`config.mk`:
```
export PLATFORM = sky130hd
export DESIGN_NAME = mcbq_state_ram
export DESIGN_NICKNAME = d
export VERILOG_FILES = /design/src/multichannel_biquad_df2_filter_assert.svh /design/src/mcbq_pkg.sv /design/src/mcbq_state_ram.sv
export SDC_FILE = /design/constraint.sdc
export NUM_CORES = 1
export LEC_CHECK = 0
export BUFFER_PORTS_ARGS = -buffer_cell sky130_fd_sc_hd__buf_2
export CAP_MARGIN = 15
export CORE_ASPECT_RATIO = 0.5
export CORE_MARGIN = 2
export CORE_UTILIZATION = 65
export DETAILED_ROUTE_END_ITERATION = 7
export GPL_ROUTABILITY_DRIVEN = 0
export GPL_TIMING_DRIVEN = 1
export PLACE_DENSITY = 0.9
export SLEW_MARGIN = 20
export SYNTH_ARGS = -nofsm -noshare
export SYNTH_HDL_FRONTEND = slang
export SYNTH_SLANG_ARGS = --single-unit
```
`constraint.sdc`:
```
create_clock -name clk -period 3.5 [get_ports clk]
set_clock_uncertainty 0.1 [all_clocks]
set_input_delay 0.875 -clock clk [delete_from_list [all_inputs] [get_ports clk]]
set_output_delay 0.875 -clock clk [all_outputs]
set_load 0.02 [all_outputs]
```
`src/multichannel_biquad_df2_filter_assert.svh`:
```
// ----------------------------------------------------------------------------
// Assertion macros for the multichannel biquad filter
// Each macro checks one implication on the rising edge of clk.
// It is disabled while rst_n is low.
// ----------------------------------------------------------------------------
`ifndef MULTICHANNEL_BIQUAD_DF2_FILTER_ASSERT_SVH
`define MULTICHANNEL_BIQUAD_DF2_FILTER_ASSERT_SVH

// The consequent must hold in the same cycle as the antecedent.
`define MCBQ_ASSERT_SAME(label, ante, cons, msg) \
    label: assert property (@(posedge clk) disable iff (!rst_n) (ante) |-> (cons)) \
        else $error(msg);

// The consequent must hold in the cycle after the antecedent.
`define MCBQ_ASSERT_NEXT(label, ante, cons, msg) \
    label: assert property (@(posedge clk) disable iff (!rst_n) (ante) |=> (cons)) \
        else $error(msg);

`endif

```
`src/mcbq_pkg.sv`:
```
// ----------------------------------------------------------------------------
// mcbq_pkg
// Shared types, register indexes and fixed-point helpers of the biquad filter.
// ----------------------------------------------------------------------------
package mcbq_pkg;

    localparam int COEF_W = 32;
    localparam int PROD_W = 64;
    localparam int RND_W  = 40;
    localparam int ACC_W  = 42;
    localparam int CONV_W = 50;
    localparam int CFG_IDX_W = 3;
    localparam int SEL_W = 3;

    localparam logic [CFG_IDX_W-1:0] REG_B0 = 3'd0;
    localparam logic [CFG_IDX_W-1:0] REG_B1 = 3'd1;
    localparam logic [CFG_IDX_W-1:0] REG_B2 = 3'd2;
    localparam logic [CFG_IDX_W-1:0] REG_A1 = 3'd3;
    localparam logic [CFG_IDX_W-1:0] REG_A2 = 3'd4;

    localparam logic signed [COEF_W-1:0] B0_RESET = 32'sd16777216;

    typedef enum logic [4:0] {
        ST_IDLE = 5'b00001,
        ST_FB   = 5'b00010,
        ST_W    = 5'b00100,
        ST_FF   = 5'b01000,
        ST_OUT  = 5'b10000
    } state_t;

    typedef struct packed {
        logic rd_en;
        logic wr_en;
    } mem_ctl_t;

    // Q16.48 product to Q18.24, round to nearest with ties toward plus infinity.
    function automatic logic signed [ACC_W-1:0] round_q24(input logic signed [PROD_W-1:0] p);
        logic signed [PROD_W-1:0] t;
        t = p + 64'sd8388608;
        return {{(ACC_W-RND_W){t[PROD_W-1]}}, t[PROD_W-1:24]};
    endfunction

endpackage

```
`src/mcbq_state_ram.sv`:
```
// ----------------------------------------------------------------------------
// mcbq_state_ram
// Per-channel delay word memory with registered read.
// Entries that were never written since reset read as zero.
// ----------------------------------------------------------------------------
module mcbq_state_ram #(
    parameter int CHANNELS = 8,
    parameter int AW = 3
) (
    input  logic                 clk,
    input  logic                 rst_n,
    input  mcbq_pkg::mem_ctl_t   ctl,
    input  logic [AW-1:0]        rd_addr,
    input  logic [AW-1:0]        wr_addr,
    input  logic [63:0]          wr_data,
    output logic [63:0]          rd_data
);

    logic [63:0]         mem [CHANNELS];
    logic [CHANNELS-1:0] written_reg;
    logic [63:0]         rd_data_reg;
    logic                rd_vld_reg;

    always_ff @(posedge clk)
    begin
        if (ctl.wr_en)
        begin
            mem[wr_addr] <= wr_data;
        end
        if (ctl.rd_en)
        begin
            rd_data_reg <= mem[rd_addr];
        end
    end

    always_ff @(posedge clk or negedge rst_n)
    begin
        if (!rst_n)
        begin
            written_reg <= '0;
            rd_vld_reg  <= 1'b0;
        end
        else
        begin
            if (ctl.wr_en)
            begin
                written_reg[wr_addr] <= 1'b1;
            end
            if (ctl.rd_en)
            begin
                rd_vld_reg <= written_reg[rd_addr];
            end
        end
    end

    assign rd_data = rd_vld_reg ? rd_data_reg : 64'd0;

endmodule

```
==> results of run 1 <==
cells in the final DEF, fill, tap and decap left out, types with 7 or more instances in the layout:
cell         n
clkinv_1    10
mux4_2     129
mux2_2      64
clkbuf_16   49
edfxtp_1   576
dfrtp_1      8
or2_2        8
buf_4       10
buf_12      14
clkbuf_8     7
clkinv_2     9
buf_2      133
and2_1      64
layout make-up:
type,instances,area [µm²]
sequential,585,17500
timing repair buffer,159,1050
antenna,5,12.5
multi-input combinational,283,4250
fill,1538,8210
inverter,1,3.75
clock inverter,27,236
clock buffer,61,1330
tap,441,552
final timing paths:
kind | from | end | slack (ns) | cells past startpoint
min in group clk | written_reg[5] | written_reg[5] | 0.41 | 1
worst max register to register | mem[3][40] | rd_data_reg[40] | 1.86 | 2
max in group asynchronous | rst_n | rd_vld_reg | 3.02 | 1
worst max-delay path | rd_vld_reg | rd_data[28] | 0.37 | 3
worst min register to register | written_reg[5] | written_reg[5] | 0.41 | 1
worst min-delay path | rst_n | written_reg[3] | 0.06 | 1
metal layers:
| metal | vias to the layer above | wire, µm | GRT usage [%] | part of all wire (%) |
|---|---|---|---|---|
| li1 | 4140 | - | - | - |
| met1 | 5400 | 17600 | 39.0 | 36 |
| met2 | 788 | 25000 | 47.5 | 51 |
| met3 | 127 | 4860 | 5.42 | 9.8 |
| met4 | 2 | 2000 | 13.0 | 4.0 |
| met5 | - | 10 | 0 | 0.020 |
where the power goes:
part           internal (mW)  total (mW)  switching (mW)  leakage, nW
sequential              7.99        8.09           0.100         5.36
combinational          0.421        1.01           0.590         2.01
clock                   3.00        5.48            2.48        0.768
total                   11.4        14.6            3.17         8.14
cells by family after synthesis:
| family | share of synthesized area [%] |
|---|---|
| AND/OR/NAND/NOR | 2.32 |
| buffers and inverters | 1.13 |
| flip-flops | 79.8 |
| multiplexers | 16.7 |
synth_stat cells:
cell type,number
buf_8,1
nor3_1,2
inv_1,1
mux2i_1,5
and2_1,64
buf_6,8
mux2_2,64
nand2_1,2
buf_1,4
nor2_1,6
dfrtp_1,9
buf_4,1
buf_2,7
nand2b_1,3
or2_2,8
edfxtp_1,576
clkbuf_1,22
mux4_2,129
through the flow:
| step | cells | setup TNS (ns) |
|---|---|---|
| after floorplan | 912 | -154.76 |
| after global placement | 1469 | 0 |
| after detailed placement | 1469 | 0 |
| after CTS | 1557 | 0 |
| after global routing | 1562 | 0 |
| final | 1562 | 0 |
worst register-to-register path, delay by kind of cell (launching register included):
kind,cells,cell delay (ns)
flops,1,0.49
mux,2,0.80
==> results.md, run 1 <==
- Crit-path max FO: 23
- Drt first pass iters: 5
- RSZ-0062 raised after global routing: false
- Via count: between 10000 and 15000
- First-pass GRT wire length: 73200 µm
- Die area: between 30000 and 40000 µm²
- Layout cells sized above 1: between 30 and 40%
- CTS max path bufs: 3
- FP Rows: 47
- CTS buffer count: 48
- Vias in the first global route: 11238
- Count of final hold-check violations: 0
- Synth unique cells: 18
- Gr ovfl total: 0
- # DRC: 0
- Final setup margin: 0.375 ns
- Critical path data arrival time: between 2 and 2.5 ns
- Initial antenna violation count: 8
- Layout Utilization: 75.2%
- Critical path's slowest cell: dfrtp_2
- Final setup fails: 0
- CP cell instances: buf_4 -> and2_1 -> buf_2
- Synth-to-Final Area Change: 13.7%
- Minimum clock period: ~3.1 ns
- Area post-placement: 23400 µm²
- Synth Cell Area: 22000 µm²
- Latest clock arrival within the worst-skew pair: 0.58 ns
- Startpoint Class: flip-flop
- Core area: 33200 µm²
- CTS tree: yes
- Worst hold path type: in -> async
- Routed Antenna Nets: 0
- Total track usage: 28.9%
- Clock Sinks: 585
- Slew margin rel.: 53.2%
- Syn Area/Cell: 24.1 µm²
- Worst slew pin tran: 0.702 ns
- 1st-iter DRT viols: 1284
- Largest net degree at the start of global routing: 66
- Max cap viols: 0
- Area leader, netlist: edfxtp_1
- Setup WS pre-CTS: 0.578 ns
- Area contributors post-synth: edfxtp_1, mux4_2, mux2_2
- Fin. max-slew vios: 0
- Period utilization: 89.3%
- # IOs: 138
- Peak supply drop: 381 µV
- Post-CTS setup buffers: 0
- Crit Path Class: reg -> out
- Post-Syn Nets: 986
- LEAKAGE: 8.14 nW
- Status: completed
- Width of the chip: 264 µm
- Avg WL per Cell: 31.7 µm
- Highest Clock Rate: roughly 320 MHz
- Post-route cell area: 25000 µm²
- Port Buffers: about 140
- Post-synth top area share: 78.8%
- Family with the most delay on the worst path: flip-flops
- Critical Path Max Stage Delay: approximately 0.75 ns
- Design Power: 14.6 mW
- Die span in y: around 130 µm
- Vias per Instance: 6.69
- Hold_ws: 0.0649 ns
- Initial core utilization: 66.2%
- Worst setup EP type: output port
- CTS H-tree lvls: 2
- Post-synthesis cell count: around 910
- Number of synthesis warnings: 0
- CP Buf/Inv Count: 2
- Register area share after synthesis: between 70% and 80%
- Nets: 1152
- CTS Hold Bufs: 0
- Clock-pin transition on the worst setup and hold timing paths: 0.07 ns
- Critical Path RT: between 2 and 3 ns
- DRT Wirelength: 49500 µm
- Pwr dens: 584 nW/µm²
- Dpl hpwl: 23500 µm
- CTS resizes: 0
- Clock Tree Root: clkbuf_16
- Max FFs per register: between 500 and 600
- Register bit total from synthesis: 585
No activity file was read; power rests on OpenSTA's default activity.
==> inputs of run 2 (changes only) <==
--- a/config.mk
+++ b/config.mk
@@ -9,11 +9,11 @@
 export CAP_MARGIN = 15
 export CORE_ASPECT_RATIO = 0.5
 export CORE_MARGIN = 2
-export CORE_UTILIZATION = 65
+export CORE_UTILIZATION = 35
 export DETAILED_ROUTE_END_ITERATION = 7
 export GPL_ROUTABILITY_DRIVEN = 0
 export GPL_TIMING_DRIVEN = 1
-export PLACE_DENSITY = 0.9
+export PLACE_DENSITY = 0.56
 export SLEW_MARGIN = 20
 export SYNTH_ARGS = -nofsm -noshare
 export SYNTH_HDL_FRONTEND = slang
==> results.md, run 2 (same netlist as run 1, synthesis figures left out) <==
- Status: completed
- CTS tree: yes
- Core area: between 60000 and 70000 µm²
- Port Buffers: around 140
- Via count: 9583
- DRT Wirelength: 44100 µm
- Vias in the first global route: 10555
- Minimum clock period: approximately 2.9 ns
- Nets: 1163
- Commonest non-fill, non-tap cell in the layout: edfxtp_1
- Highest Clock Rate: 348 MHz
- Peak supply drop: 405 µV
- Gr ovfl total: 0
- Fin. max-slew vios: 0
- Clock Sinks: ~590
- Latest clock arrival within the worst-skew pair: 0.56 ns
- CTS buffer count: 54
- Startpoint Class: flip-flop
- CTS H-tree lvls: 2
- Worst setup EP type: output port
- Total track usage: 13.6%
- Slew margin rel.: around 45%
- Initial antenna violation count: 2
- Commonest non-fill, non-tap cells in the layout: edfxtp_1, buf_2, mux4_2, mux2_2, and2_1
- First-pass GRT wire length: about 65000 µm
- Crit Path Class: reg -> out
- # IOs: 138
- Max FFs per register: 512
- Worst hold path type: in -> async
- CTS max path bufs: 3
- Avg WL per Cell: roughly 23 µm
- Die area: between 60000 and 70000 µm²
- 1st-iter DRT viols: around 550
- Width of the chip: 358 µm
- Final setup fails: 0
- Switching power share of the total: 20.4%
- Setup TNS: 0 ns
- Sequential share of power: 54.4%
- Crit-path max FO: 20
- Worst slew pin tran: 0.823 ns
- Period utilization: 82.2%
- Clock Tree Root: clkbuf_16
- RSZ-0062 raised after global routing: false
- Setup WS pre-CTS: between 0.7 and 0.8 ns
- Max cap viols: 0
- CTS Hold Bufs: 0
- Drt first pass iters: 5
- Clock-pin transition on the worst setup and hold timing paths: 0.06 ns
- Pwr dens: 576 nW/µm²
- Clk pwr share: 39.1%
- Switch Pwr: 3.02 mW
- Initial core utilization: between 30% and 40%
- Synth-to-Final Area Change: 17.3%
- FP Rows: 64
- Gate power share: 6.5%
- Layout cells sized above 1: 39.6%
- CTS resizes: 0
- Routed Antenna Nets: 0
- LEAKAGE: 8.30 nW
- Post-CTS setup buffers: 0
- Critical path data arrival time: 1.90 ns
- Final setup margin: 0.622 ns
- Int Pwr: ~12 mW
- # fillers: about 5200
- Vias per Instance: 4.89
- Dpl hpwl: approximately 23000 µm
- Critical Path RT: roughly 2.5 ns
- Largest net degree at the start of global routing: 80
- Count of final hold-check violations: 0
- # DRC: 0
- Die span in y: 181 µm
==> run 2: cell count changes in the layout (fill, tap and decap cells not counted), sizes merged <==
cell | before | now
clkinv | 19 | 28
buf | 158 | 163
clkbuf | 62 | 67
diode | 5 | 1
clkinvlp | 3 | 0
bufinv | 4 | 6
inv | 2 | 1
==> run 2: metrics by stage <==
step	cells	util (%)	hold WS, ns	power [mW]	area (µm²)
final	1959	41.8	0.0502	14.8	25800
after global routing	1959	41.8	0.0308	15.4	25800
after CTS	1958	41.8	0.0213	15.0	25700
after detailed placement	1858	39.0	0.358	9.21	24000
after global placement	1858	39.0	0.350	9.17	24000
after floorplan	912	-	0.339	8.79	22000
==> run 2: layer usage <==
layer	routed length, µm	global-route usage (%)	part of all wire, %	vias to the layer above
met2	24400	25.5	55	155
li1	-	-	-	4179
met5	11	0	0.025	-
met3	1600	2.20	3.6	70
met4	881	3.41	2.0	2
met1	17300	16.3	39	5177
==> run 2: final cells by class <==
cell class              instances  area, µm²  share of cell area (%)
inverters                       1       3.75                  0.0146
multi-input cells             283       4250                    16.5
repair buffers                164       1180                    4.57
clock inverters                34        300                    1.17
well taps                     825       1030                    4.01
diodes                          1       2.50                 0.00972
clock buffers                  66       1460                    5.67
flip-flops and latches        585      17500                    68.0
==> run 2: worst max-delay path, cell delays in order, from the launching register on <==
cell	delay, ns
dfrtp_2	0.64
buf_4	0.32
and2_1	0.19
buf_2	0.17
==> run 2: worst paths after layout <==
check                           slack [ns]      startpoint         endpoint  depth (start not counted)
worst max register to register        2.00      mem[2][24]  rd_data_reg[24]                          2
worst max-delay path                  0.62      rd_vld_reg      rd_data[18]                          3
worst min register to register        0.37  written_reg[6]   written_reg[6]                          1
min in group clk                      0.37  written_reg[6]   written_reg[6]                          1
max in group asynchronous             3.05           rst_n       rd_vld_reg                          1
worst min-delay path                  0.05           rst_n   written_reg[0]                          1
==> run 2: power by group through the flow <==
stage | Combinational [mW] | Clock, mW | Sequential [mW]
after floorplan | 0.605 | 0 | 8.18
final | 0.971 | 5.80 | 8.06
after global routing | 1.05 | 6.22 | 8.08
after CTS | 0.997 | 5.95 | 8.07
after detailed placement | 0.995 | 0 | 8.22
after global placement | 0.974 | 0 | 8.20
